==> src/hw/rtl/pba_pkg.sv <==
// ----------------------------------------------------------------------------
// pba_pkg
// Shared types and constants for the page bitmap first-fit allocator.
// ----------------------------------------------------------------------------
package pba_pkg;

  localparam int NUM_PAGES  = 128;
  localparam int PAGE_BYTES = 4096;   // power of two

  localparam int ADDR_W     = 32;
  localparam int SIZE_W     = 20;
  localparam int PAGE_SHIFT = $clog2(PAGE_BYTES);
  localparam int PG_CNT_W   = SIZE_W - PAGE_SHIFT;
  localparam int RUN_W      = $clog2(NUM_PAGES + 1);
  localparam int CNT_W      = (PG_CNT_W > RUN_W) ? PG_CNT_W : RUN_W;

  localparam int WORD_BITS  = 8;
  localparam int BIT_W      = $clog2(WORD_BITS);
  localparam int ROWS       = (NUM_PAGES + WORD_BITS - 1) / WORD_BITS;
  localparam int ROW_W      = (ROWS > 1) ? $clog2(ROWS) : 1;
  localparam int PG_W       = ROW_W + BIT_W;
  localparam int EXT_W      = ((PG_W > CNT_W) ? PG_W : CNT_W) + 1;

  localparam logic [ADDR_W:0] POOL_SPAN = (ADDR_W + 1)'(NUM_PAGES * PAGE_BYTES);

  localparam int CFG_ADDR_W = 3;
  localparam logic [SIZE_W-1:0] MIN_SIZE_RST = SIZE_W'(4096);

  typedef enum logic [0:0] {
    OP_ALLOC = 1'b0,
    OP_FREE  = 1'b1
  } pba_op_t;

  typedef enum logic [1:0] {
    STAT_OK       = 2'd0,
    STAT_INVALID  = 2'd1,
    STAT_NO_SPACE = 2'd2,
    STAT_IGNORED  = 2'd3
  } pba_status_t;

  typedef enum logic [0:0] {
    REG_POOL_BASE = 1'b0,
    REG_MIN_SIZE  = 1'b1
  } pba_reg_t;

  typedef enum logic [2:0] {
    S_IDLE,
    S_CHECK,
    S_FREE_RANGE,
    S_SCAN_RD,
    S_SCAN_EV,
    S_MARK_RD,
    S_MARK_WR,
    S_DONE
  } pba_state_t;

  typedef struct packed {
    pba_op_t             opcode;
    logic [SIZE_W-1:0]   size_bytes;
    logic [ADDR_W-1:0]   address;
  } pba_in_t;

  typedef struct packed {
    pba_status_t         status;
    logic [ADDR_W-1:0]   base_address;
    logic [SIZE_W-1:0]   granted_size;
  } pba_out_t;

  typedef struct packed {
    logic [ADDR_W-1:0]   pool_base;
    logic [SIZE_W-1:0]   min_size;
  } pba_cfg_t;

  typedef struct packed {
    logic                 rd_en;
    logic [ROW_W-1:0]     rd_row;
    logic                 wr_en;
    logic [ROW_W-1:0]     wr_row;
    logic [WORD_BITS-1:0] wr_data;
  } pba_mem_req_t;

endpackage

==> src/hw/rtl/pba_regs.sv <==
// ----------------------------------------------------------------------------
// pba_regs
// APB-style configuration registers: pool base address and minimum size.
// ----------------------------------------------------------------------------
module pba_regs (
  input  logic                           clk,
  input  logic                           rst_n,
  input  logic                           psel,
  input  logic                           penable,
  input  logic                           pwrite,
  input  logic [pba_pkg::CFG_ADDR_W-1:0] paddr,
  input  logic [31:0]                    pwdata,
  output logic [31:0]                    prdata,
  output logic                           pready,
  output pba_pkg::pba_cfg_t              cfg
);

  logic [pba_pkg::ADDR_W-1:0] pool_base_r;
  logic [pba_pkg::SIZE_W-1:0] min_size_r;
  logic                       wr_stb;
  pba_pkg::pba_reg_t          reg_sel;

  assign pready  = 1'b1;
  assign reg_sel = pba_pkg::pba_reg_t'(paddr[2]);
  assign wr_stb  = psel && penable && pwrite;

  always_ff @(posedge clk) begin
    if (!rst_n) begin
      pool_base_r <= '0;
      min_size_r  <= pba_pkg::MIN_SIZE_RST;
    end else if (wr_stb) begin
      unique case (reg_sel)
        pba_pkg::REG_POOL_BASE: pool_base_r <= pwdata;
        pba_pkg::REG_MIN_SIZE:  min_size_r  <= pwdata[pba_pkg::SIZE_W-1:0];
        default: ;
      endcase
    end
  end

  always_comb begin
    unique case (reg_sel)
      pba_pkg::REG_POOL_BASE: prdata = pool_base_r;
      pba_pkg::REG_MIN_SIZE:  prdata = {{(32 - pba_pkg::SIZE_W){1'b0}}, min_size_r};
      default:                prdata = '0;
    endcase
  end

  assign cfg.pool_base = pool_base_r;
  assign cfg.min_size  = min_size_r;

endmodule

==> src/hw/rtl/pba_bitmap_ram.sv <==
// ----------------------------------------------------------------------------
// pba_bitmap_ram
// Page-used bitmap, one row of WORD_BITS pages per entry. Registered read.
// Per-row valid bits make unwritten rows read as all free after reset.
// ----------------------------------------------------------------------------
module pba_bitmap_ram (
  input  logic                              clk,
  input  logic                              rst_n,
  input  pba_pkg::pba_mem_req_t             req,
  output logic [pba_pkg::WORD_BITS-1:0]     rd_data
);

  logic [pba_pkg::WORD_BITS-1:0] mem [pba_pkg::ROWS];
  logic [pba_pkg::ROWS-1:0]      row_vld_r;
  logic [pba_pkg::WORD_BITS-1:0] rd_data_r;
  logic                          rd_vld_r;

  always_ff @(posedge clk) begin
    if (req.wr_en) begin
      mem[req.wr_row] <= req.wr_data;
    end
    if (req.rd_en) begin
      rd_data_r <= mem[req.rd_row];
    end
  end

  always_ff @(posedge clk) begin
    if (!rst_n) begin
      row_vld_r <= '0;
      rd_vld_r  <= 1'b0;
    end else begin
      if (req.wr_en) begin
        row_vld_r[req.wr_row] <= 1'b1;
      end
      if (req.rd_en) begin
        rd_vld_r <= row_vld_r[req.rd_row];
      end
    end
  end

  assign rd_data = rd_vld_r ? rd_data_r : '0;

  a_no_rw_same_row: assert property (@(posedge clk) disable iff (!rst_n)
    !(req.rd_en && req.wr_en && (req.rd_row == req.wr_row)))
    else $error("bitmap read and write to same row in one cycle");

endmodule

==> src/hw/rtl/pba_engine.sv <==
// ----------------------------------------------------------------------------
// pba_engine
// Request check, first-fit scan and run mark/clear sequencer with the
// result register.
// ----------------------------------------------------------------------------
module pba_engine (
  input  logic                          clk,
  input  logic                          rst_n,
  input  pba_pkg::pba_cfg_t             cfg,
  input  logic                          in_valid,
  output logic                          in_ready,
  input  pba_pkg::pba_in_t              in_data,
  output logic                          out_valid,
  input  logic                          out_ready,
  output pba_pkg::pba_out_t             out_data,
  output pba_pkg::pba_mem_req_t         mem_req,
  input  logic [pba_pkg::WORD_BITS-1:0] mem_rdata
);

  localparam logic [pba_pkg::ROW_W-1:0] LAST_ROW = pba_pkg::ROW_W'(pba_pkg::ROWS - 1);
  localparam logic [pba_pkg::PG_W:0]    NPG_X    = (pba_pkg::PG_W + 1)'(pba_pkg::NUM_PAGES);
  localparam logic [pba_pkg::CNT_W-1:0] NPG_C    = pba_pkg::CNT_W'(pba_pkg::NUM_PAGES);
  localparam logic [pba_pkg::EXT_W-1:0] NPG_E    = pba_pkg::EXT_W'(pba_pkg::NUM_PAGES);

  pba_pkg::pba_state_t            state_r, state_nxt;
  pba_pkg::pba_in_t               item_r;
  pba_pkg::pba_status_t           status_r;
  logic [pba_pkg::CNT_W-1:0]      cnt_r;
  logic [pba_pkg::PG_W-1:0]       lo_r, hi_r, start_r;
  logic [pba_pkg::ROW_W-1:0]      row_r;
  logic [pba_pkg::RUN_W-1:0]      run_r;
  logic                           out_valid_r;
  pba_pkg::pba_out_t              out_data_r;

  logic                           in_fire, out_load;
  logic                           alloc_bad, alloc_nospace, free_bad;
  logic [pba_pkg::ADDR_W-1:0]     offset;
  logic [pba_pkg::CNT_W-1:0]      req_pages;
  logic [pba_pkg::EXT_W-1:0]      end_excl;
  logic [pba_pkg::PG_W-1:0]       hi_clip;
  logic                           last_mark_row;

  logic [pba_pkg::RUN_W-1:0]      run_v;
  logic [pba_pkg::PG_W-1:0]       start_v, fidx_v, idx_v;
  logic                           found_v;
  logic [pba_pkg::WORD_BITS-1:0]  wr_word;

  assign in_fire  = in_valid && in_ready;
  assign out_load = (state_r == pba_pkg::S_DONE) && (!out_valid_r || out_ready);

  // request checks
  assign offset    = item_r.address - cfg.pool_base;
  assign req_pages = pba_pkg::CNT_W'(item_r.size_bytes[pba_pkg::SIZE_W-1:pba_pkg::PAGE_SHIFT]);
  assign alloc_bad = (item_r.size_bytes < cfg.min_size) ||
                     (item_r.size_bytes[pba_pkg::PAGE_SHIFT-1:0] != '0);
  assign alloc_nospace = (req_pages == '0) || (req_pages > NPG_C);
  assign free_bad  = (item_r.address == '0) || (item_r.size_bytes == '0) ||
                     (item_r.address < cfg.pool_base) ||
                     ({1'b0, item_r.address} >= ({1'b0, cfg.pool_base} + pba_pkg::POOL_SPAN)) ||
                     (offset[pba_pkg::PAGE_SHIFT-1:0] != '0) ||
                     (item_r.size_bytes[pba_pkg::PAGE_SHIFT-1:0] != '0);

  assign end_excl = pba_pkg::EXT_W'(lo_r) + pba_pkg::EXT_W'(cnt_r);
  assign hi_clip  = (end_excl > NPG_E) ? pba_pkg::PG_W'(pba_pkg::NUM_PAGES - 1)
                                       : pba_pkg::PG_W'(end_excl - pba_pkg::EXT_W'(1));
  assign last_mark_row = (row_r == hi_r[pba_pkg::PG_W-1:pba_pkg::BIT_W]);

  // one row of the first-fit scan
  always_comb begin
    run_v   = run_r;
    start_v = start_r;
    found_v = 1'b0;
    fidx_v  = '0;
    idx_v   = '0;
    for (int b = 0; b < pba_pkg::WORD_BITS; b++) begin
      idx_v = {row_r, pba_pkg::BIT_W'(b)};
      if (!found_v) begin
        if (mem_rdata[b] || ({1'b0, idx_v} >= NPG_X)) begin
          run_v = '0;
        end else begin
          if (run_v == '0) begin
            start_v = idx_v;
          end
          run_v = run_v + pba_pkg::RUN_W'(1);
          if (pba_pkg::CNT_W'(run_v) == cnt_r) begin
            found_v = 1'b1;
            fidx_v  = idx_v;
          end
        end
      end
    end
  end

  // row rewrite for mark / clear
  always_comb begin
    wr_word = mem_rdata;
    for (int b = 0; b < pba_pkg::WORD_BITS; b++) begin
      if (({row_r, pba_pkg::BIT_W'(b)} >= lo_r) && ({row_r, pba_pkg::BIT_W'(b)} <= hi_r)) begin
        wr_word[b] = (item_r.opcode == pba_pkg::OP_ALLOC);
      end
    end
  end

  // next state
  always_comb begin
    state_nxt = state_r;
    unique case (state_r)
      pba_pkg::S_IDLE:       if (in_valid) state_nxt = pba_pkg::S_CHECK;
      pba_pkg::S_CHECK: begin
        if (item_r.opcode == pba_pkg::OP_ALLOC) begin
          state_nxt = (alloc_bad || alloc_nospace) ? pba_pkg::S_DONE : pba_pkg::S_SCAN_RD;
        end else begin
          state_nxt = free_bad ? pba_pkg::S_DONE : pba_pkg::S_FREE_RANGE;
        end
      end
      pba_pkg::S_FREE_RANGE: state_nxt = pba_pkg::S_MARK_RD;
      pba_pkg::S_SCAN_RD:    state_nxt = pba_pkg::S_SCAN_EV;
      pba_pkg::S_SCAN_EV: begin
        priority if (found_v)             state_nxt = pba_pkg::S_MARK_RD;
        else if (row_r == LAST_ROW)       state_nxt = pba_pkg::S_DONE;
        else                              state_nxt = pba_pkg::S_SCAN_RD;
      end
      pba_pkg::S_MARK_RD:    state_nxt = pba_pkg::S_MARK_WR;
      pba_pkg::S_MARK_WR:    state_nxt = last_mark_row ? pba_pkg::S_DONE : pba_pkg::S_MARK_RD;
      pba_pkg::S_DONE:       if (out_load) state_nxt = pba_pkg::S_IDLE;
      default:               state_nxt = pba_pkg::S_IDLE;
    endcase
  end

  // outputs
  always_comb begin
    in_ready        = 1'b0;
    mem_req.rd_en   = 1'b0;
    mem_req.rd_row  = row_r;
    mem_req.wr_en   = 1'b0;
    mem_req.wr_row  = row_r;
    mem_req.wr_data = wr_word;
    unique case (state_r)
      pba_pkg::S_IDLE:    in_ready      = 1'b1;
      pba_pkg::S_SCAN_RD: mem_req.rd_en = 1'b1;
      pba_pkg::S_MARK_RD: mem_req.rd_en = 1'b1;
      pba_pkg::S_MARK_WR: mem_req.wr_en = 1'b1;
      default: ;
    endcase
  end

  always_ff @(posedge clk) begin
    if (!rst_n) begin
      state_r     <= pba_pkg::S_IDLE;
      out_valid_r <= 1'b0;
    end else begin
      state_r <= state_nxt;
      if (out_load) begin
        out_valid_r <= 1'b1;
      end else if (out_ready) begin
        out_valid_r <= 1'b0;
      end
    end
  end

  always_ff @(posedge clk) begin
    if (in_fire) begin
      item_r  <= in_data;
      run_r   <= '0;
      start_r <= '0;
      row_r   <= '0;
    end
    unique case (state_r)
      pba_pkg::S_CHECK: begin
        cnt_r <= req_pages;
        lo_r  <= offset[pba_pkg::PAGE_SHIFT +: pba_pkg::PG_W];
        if (item_r.opcode == pba_pkg::OP_ALLOC) begin
          status_r <= alloc_bad ? pba_pkg::STAT_INVALID :
                      alloc_nospace ? pba_pkg::STAT_NO_SPACE : pba_pkg::STAT_OK;
        end else begin
          status_r <= free_bad ? pba_pkg::STAT_IGNORED : pba_pkg::STAT_OK;
        end
      end
      pba_pkg::S_FREE_RANGE: begin
        hi_r  <= hi_clip;
        row_r <= lo_r[pba_pkg::PG_W-1:pba_pkg::BIT_W];
      end
      pba_pkg::S_SCAN_EV: begin
        run_r   <= run_v;
        start_r <= start_v;
        if (found_v) begin
          lo_r  <= start_v;
          hi_r  <= fidx_v;
          row_r <= start_v[pba_pkg::PG_W-1:pba_pkg::BIT_W];
        end else if (row_r == LAST_ROW) begin
          status_r <= pba_pkg::STAT_NO_SPACE;
        end else begin
          row_r <= row_r + pba_pkg::ROW_W'(1);
        end
      end
      pba_pkg::S_MARK_WR: begin
        if (!last_mark_row) begin
          row_r <= row_r + pba_pkg::ROW_W'(1);
        end
      end
      default: ;
    endcase
    if (out_load) begin
      out_data_r.status <= status_r;
      if ((status_r == pba_pkg::STAT_OK) && (item_r.opcode == pba_pkg::OP_ALLOC)) begin
        out_data_r.base_address <= cfg.pool_base +
                                   (pba_pkg::ADDR_W'(lo_r) << pba_pkg::PAGE_SHIFT);
        out_data_r.granted_size <= item_r.size_bytes;
      end else begin
        out_data_r.base_address <= '0;
        out_data_r.granted_size <= '0;
      end
    end
  end

  assign out_valid = out_valid_r;
  assign out_data  = out_data_r;

  a_mark_range: assert property (@(posedge clk) disable iff (!rst_n)
    (state_r == pba_pkg::S_MARK_WR) |-> ((lo_r <= hi_r) && ({1'b0, hi_r} < NPG_X)))
    else $error("mark range out of order or past pool end");

  a_fail_zero: assert property (@(posedge clk) disable iff (!rst_n)
    (out_valid_r && (out_data_r.status != pba_pkg::STAT_OK)) |->
      ((out_data_r.base_address == '0) && (out_data_r.granted_size == '0)))
    else $error("failed transaction carries nonzero address or size");

  a_scan_step: assert property (@(posedge clk) disable iff (!rst_n)
    ((state_r == pba_pkg::S_SCAN_EV) && !found_v && (row_r != LAST_ROW)) |=>
      ((state_r == pba_pkg::S_SCAN_RD) && (row_r == $past(row_r) + pba_pkg::ROW_W'(1))))
    else $error("scan skipped or repeated a row");

endmodule

==> src/hw/rtl/page_bitmap_first_fit_allocator.sv <==
// ----------------------------------------------------------------------------
// page_bitmap_first_fit_allocator
// First-fit page allocator over a used-bit bitmap held in a RAM with one read and one write port.
// ----------------------------------------------------------------------------
// One transaction is handled at a time; a finished result sits in the output
// register while the next transaction is taken. The bitmap RAM holds 8 pages
// per row and has a registered read, so each row is read and then evaluated or
// rewritten. An allocate is checked, then scans rows (up to 16 for 128 pages)
// until the first fitting run is found, marks each row of that run, and posts
// the result. A free is checked, has its page range computed, and clears each
// row of it; a rejected transaction is checked and its result posted. Rows
// carry valid flags cleared by reset, so the pool is all free right out of
// reset with no clearing pass.
// ----------------------------------------------------------------------------
module page_bitmap_first_fit_allocator (
  input  logic                           clk,
  input  logic                           rst_n,
  input  logic                           in_valid,
  output logic                           in_ready,
  input  pba_pkg::pba_in_t               in_data,
  output logic                           out_valid,
  input  logic                           out_ready,
  output pba_pkg::pba_out_t              out_data,
  input  logic                           psel,
  input  logic                           penable,
  input  logic                           pwrite,
  input  logic [pba_pkg::CFG_ADDR_W-1:0] paddr,
  input  logic [31:0]                    pwdata,
  output logic [31:0]                    prdata,
  output logic                           pready
);

  pba_pkg::pba_cfg_t             cfg;
  pba_pkg::pba_mem_req_t         mem_req;
  logic [pba_pkg::WORD_BITS-1:0] mem_rdata;

  pba_regs u_regs (
    .clk     (clk),
    .rst_n   (rst_n),
    .psel    (psel),
    .penable (penable),
    .pwrite  (pwrite),
    .paddr   (paddr),
    .pwdata  (pwdata),
    .prdata  (prdata),
    .pready  (pready),
    .cfg     (cfg)
  );

  pba_bitmap_ram u_ram (
    .clk     (clk),
    .rst_n   (rst_n),
    .req     (mem_req),
    .rd_data (mem_rdata)
  );

  pba_engine u_engine (
    .clk       (clk),
    .rst_n     (rst_n),
    .cfg       (cfg),
    .in_valid  (in_valid),
    .in_ready  (in_ready),
    .in_data   (in_data),
    .out_valid (out_valid),
    .out_ready (out_ready),
    .out_data  (out_data),
    .mem_req   (mem_req),
    .mem_rdata (mem_rdata)
  );

endmodule
==> config.mk <==
export PLATFORM = sky130hd
export DESIGN_NAME = page_bitmap_first_fit_allocator
export DESIGN_NICKNAME = d
export VERILOG_FILES = /design/src/hw/rtl/pba_pkg.sv /design/src/hw/rtl/pba_regs.sv /design/src/hw/rtl/pba_bitmap_ram.sv /design/src/hw/rtl/pba_engine.sv /design/src/hw/rtl/page_bitmap_first_fit_allocator.sv
export SDC_FILE = /design/constraint.sdc
export NUM_CORES = 1
export LEC_CHECK = 0
export BUFFER_PORTS_ARGS = -buffer_cell sky130_fd_sc_hd__buf_2
export CAP_MARGIN = 15
export CORE_MARGIN = 2
export CORE_UTILIZATION = 44
export DETAILED_ROUTE_END_ITERATION = 6
export PLACE_DENSITY = 0.67
export SLEW_MARGIN = 20
export SYNTH_ARGS = -nofsm -noshare
export SYNTH_HDL_FRONTEND = slang
export SYNTH_SLANG_ARGS = --single-unit
==> constraint.sdc <==
create_clock -name clk -period 10.9 [get_ports clk]
set_input_delay 1.09 -clock clk [delete_from_list [all_inputs] [get_ports clk]]
set_output_delay 1.09 -clock clk [all_outputs]
set_load 0.01 [all_outputs]
==> summary.md <==
| Metric | Value |
|---|---|
| Placed Cells | 3,080 |
| Origin of the worst setup path | u_engine.run_r[0] |
| Clk_skew | 16.4 ps |
| Final setup violation count | 0 |
| Placed cell area | 24,500 µm² |
| Max Cap Violations | 0 |
| Synth unique cells | 110 |
| EDFF count, synth | 282 |
| Final Cell Area | 26,000 µm² |
| Clock Latency Late Sink | 560 ps |
| Worst VDD drop | 0.221 mV |
| Chip height | between 200 and 250 µm |
| Gate Count Post-Synth | between 2,000 and 2,500 |
| Syn avg cell area | slightly above 10 µm² |
| Crit start category | register |
| Detailed-placement wirelength estimate | 50,800 µm |
| Post-layout minimum cycle time | 10,350 ps |
| R2r endpoint | u_engine.hi_r[6] |
| PwrDens | around 340 nW/µm² |
| Worst r2r src | u_engine.run_r[0] |
| Crit end category | register |
| Asr flop ratio synth | 0 |
| Relative slew margins | 0.320 |
| Initial Utilization | 0.443 |
| Non-filler cells, final | around 3,200 |
| Pleak | 9.64 nW |
| Synthesis-to-finish area growth | 15.1% |
| DRT Wirelength | 68,600 µm |
| CTS root buf | clkbuf_16 |
| Hold WS | 459 ps |
| Register area share after synthesis | 0.443 |
| CTS tree | built |
| Filler cells | 4,596 |
| DR WL/cell | roughly 22 µm |
| R2R depth | 40 |
| Fmax | 96.6 MHz |
| Vias in the first global route | 18,000 |
| Most common cell after layout, fill and taps aside | edfxtp_1 |
| CP Capture Point | u_engine.hi_r[6] |
| Post-Syn Nets | between 2,000 and 2,500 |
| RD Place Congestion | 0.970 |
| Clk pin slew, worst setup/hold paths | 60 ps |
| Core Footprint | 51,000 µm² |
| DRC viols | 0 |
| Max clock buf depth | 3 |
| CTS Hold Bufs | 0 |
| Most frequent cells in the layout | 282 x edfxtp_1, 254 x nand2_1, 180 x buf_2, 154 x a21oi_1, 144 x nor2_1 |
| Cell Area, Synth | 22,600 µm² |
| Setup slack, reg-to-reg | 550 ps |
| Number of warnings issued by yosys | 0 |
| Via density | 5.96 |
| Fraction of layout cells with a size suffix above 1 | 0.184 |
| Critical Path AT | approximately 11,000 ps |
| Num CTS Buffers | 39 |
| H-Tree Depth | 2 |
| Via count | 18,800 |
| Run status | completed |
| Antenna violations before repair | 5 |
| Iteration count of the initial detailed-routing pass | 6 |
| Final antenna-violating net count | 0 |
| Final TNS setup | 0 ps |
| GRT Overall Usage | 0.252 |
| Synth Register Bits | ~360 |
| Final Cycle Share | 0.950 |
| CTS Sinks | about 360 |
| Layout Nets | 2,656 |
| Count of pins over their slew limit | 0 |
| Ports | 184 |
| Slowest stage delay, CP | a little under 600 ps |
| Largest net degree at the start of global routing | just under 60 |
| Critical Path Fanout Max | 12 |
| Slowest library cell on the worst path | or4b_1 |
| First-pass GRT wire length | 105,000 µm |
| WS Path Type | reg -> reg |
| Worst-Margin Slew | 1020 ps |
| IO buf count | 180 |
| Worst hold path class | reg -> reg |
| Num rows | 83 |
| WP data required | about 11,000 ps |
| Predominant post-synthesis flop cell | edfxtp_1 |
| Die X | 231 µm |
| DR iter-0 viols | approximately 2,000 |
| Overall die area | 53,100 µm² |
| Final hold violations | 0 |
| Most frequent cell on the critical path | ha_1 |
| Gr ovfl total | 0 |
[critical path, delay by kind of cell (launching register included)]
family	cells	cell delay, ps
AO/OA/AOI/OAI	13	3490
XOR/XNOR	3	900
adder cells (fa/ha/maj)	4	1220
buffers and inverters	6	740
flip-flops	1	460
AND/OR/NAND/NOR	14	3210
[timing repair]
item,4_1_cts,5_1_grt
setup endpoints to repair,0,37
buffers inserted,0,6
resized for setup,0,8
hold endpoints to repair,0,0
[stage by stage]
stage | worst slack [ps] | utilization | total power, W
after floorplan | 1040 | - | 0.00573
after global placement | 532 | 0.481 | 0.00725
after detailed placement | 357 | 0.481 | 0.00732
after CTS | 293 | 0.507 | 0.00871
after global routing | -31.2 | 0.510 | 0.00940
final | 545 | 0.510 | 0.00882
[registers in the layout, summed over array words and instances (netlist names), 8 cells and up]
signal              flops
u_ram.mem             128
u_engine.out_data      54
u_engine.item_r        53
u_regs.pool_base_r     32
u_regs.min_size_r      20
u_ram.row_vld_r        16
u_engine.cnt_r          8
u_engine.run_r          8
u_ram.rd_data_r         8
[where the power goes]
| part | switching [W] | internal (W) | leakage, nW |
|---|---|---|---|
| logic | 0.00328 | 0.00230 | 5.80 |
| registers | 0.000160 | 0.00172 | 3.20 |
| clock network | 0.000554 | 0.000809 | 0.643 |
| total | 0.00399 | 0.00483 | 9.64 |
[cell usage after synthesis, drive strengths merged (69+ instances only)]
cell type / count / area share
clkbuf: 75 / 0.013
nand2: 256 / 0.043
ha: 110 / 0.061
edfxtp: 282 / 0.38
nor3: 69 / 0.016
inv: 113 / 0.019
dfxtp: 77 / 0.068
xnor2: 97 / 0.038
o21ai: 111 / 0.025
a21oi: 157 / 0.036
nor2: 148 / 0.025
nand3: 72 / 0.016
[per-layer routing]
layer	GRT usage	up-vias	wire length [µm]
met4	0.0837	0	2140
met1	0.358	9234	30500
met5	0	-	0
li1	-	8728	-
met2	0.398	758	31500
met3	0.0322	128	4500
[final cells by class]
type	count	area [µm²]	area share
multi-input combinational	1660	11700	0.452
sequential	359	10000	0.385
timing repair buffer	273	1620	0.0623
clock buffer	59	1150	0.0444
tap	680	851	0.0327
inverter	115	433	0.0167
clock inverter	13	168	0.00645
antenna	5	12.5	0.000482
[cell families (layout without fill, tap and decap cells)]
logic type | count (synthesis) | in the layout | synth area share
and+or+nand+nor | 808 | 808 | 0.181
muxes | 70 | 70 | 0.0570
adders and majority gates | 114 | 114 | 0.0641
DFF | 359 | 359 | 0.443
other | 1 | 6 | 0.000166
AOI/OAI and AO/OA | 540 | 540 | 0.159
xor gates and xnor gates | 127 | 127 | 0.0545
buffers and inverters | 224 | 460 | 0.0407
[how the worst min path moves through the flow]
stage,start,to,cells after the start
6_report,u_regs.pool_base_r[4],u_regs.pool_base_r[4],2
5_1_grt,u_regs.pool_base_r[3],u_regs.pool_base_r[3],2
2_1_floorplan,u_ram.row_vld_r[15],u_ram.row_vld_r[15],2
3_5_place_dp,u_regs.pool_base_r[6],u_regs.pool_base_r[6],2
3_3_place_gp,u_ram.row_vld_r[2],u_ram.row_vld_r[2],1
4_1_cts,u_regs.pool_base_r[6],u_regs.pool_base_r[6],2
(Power assumes the default switching activity.)
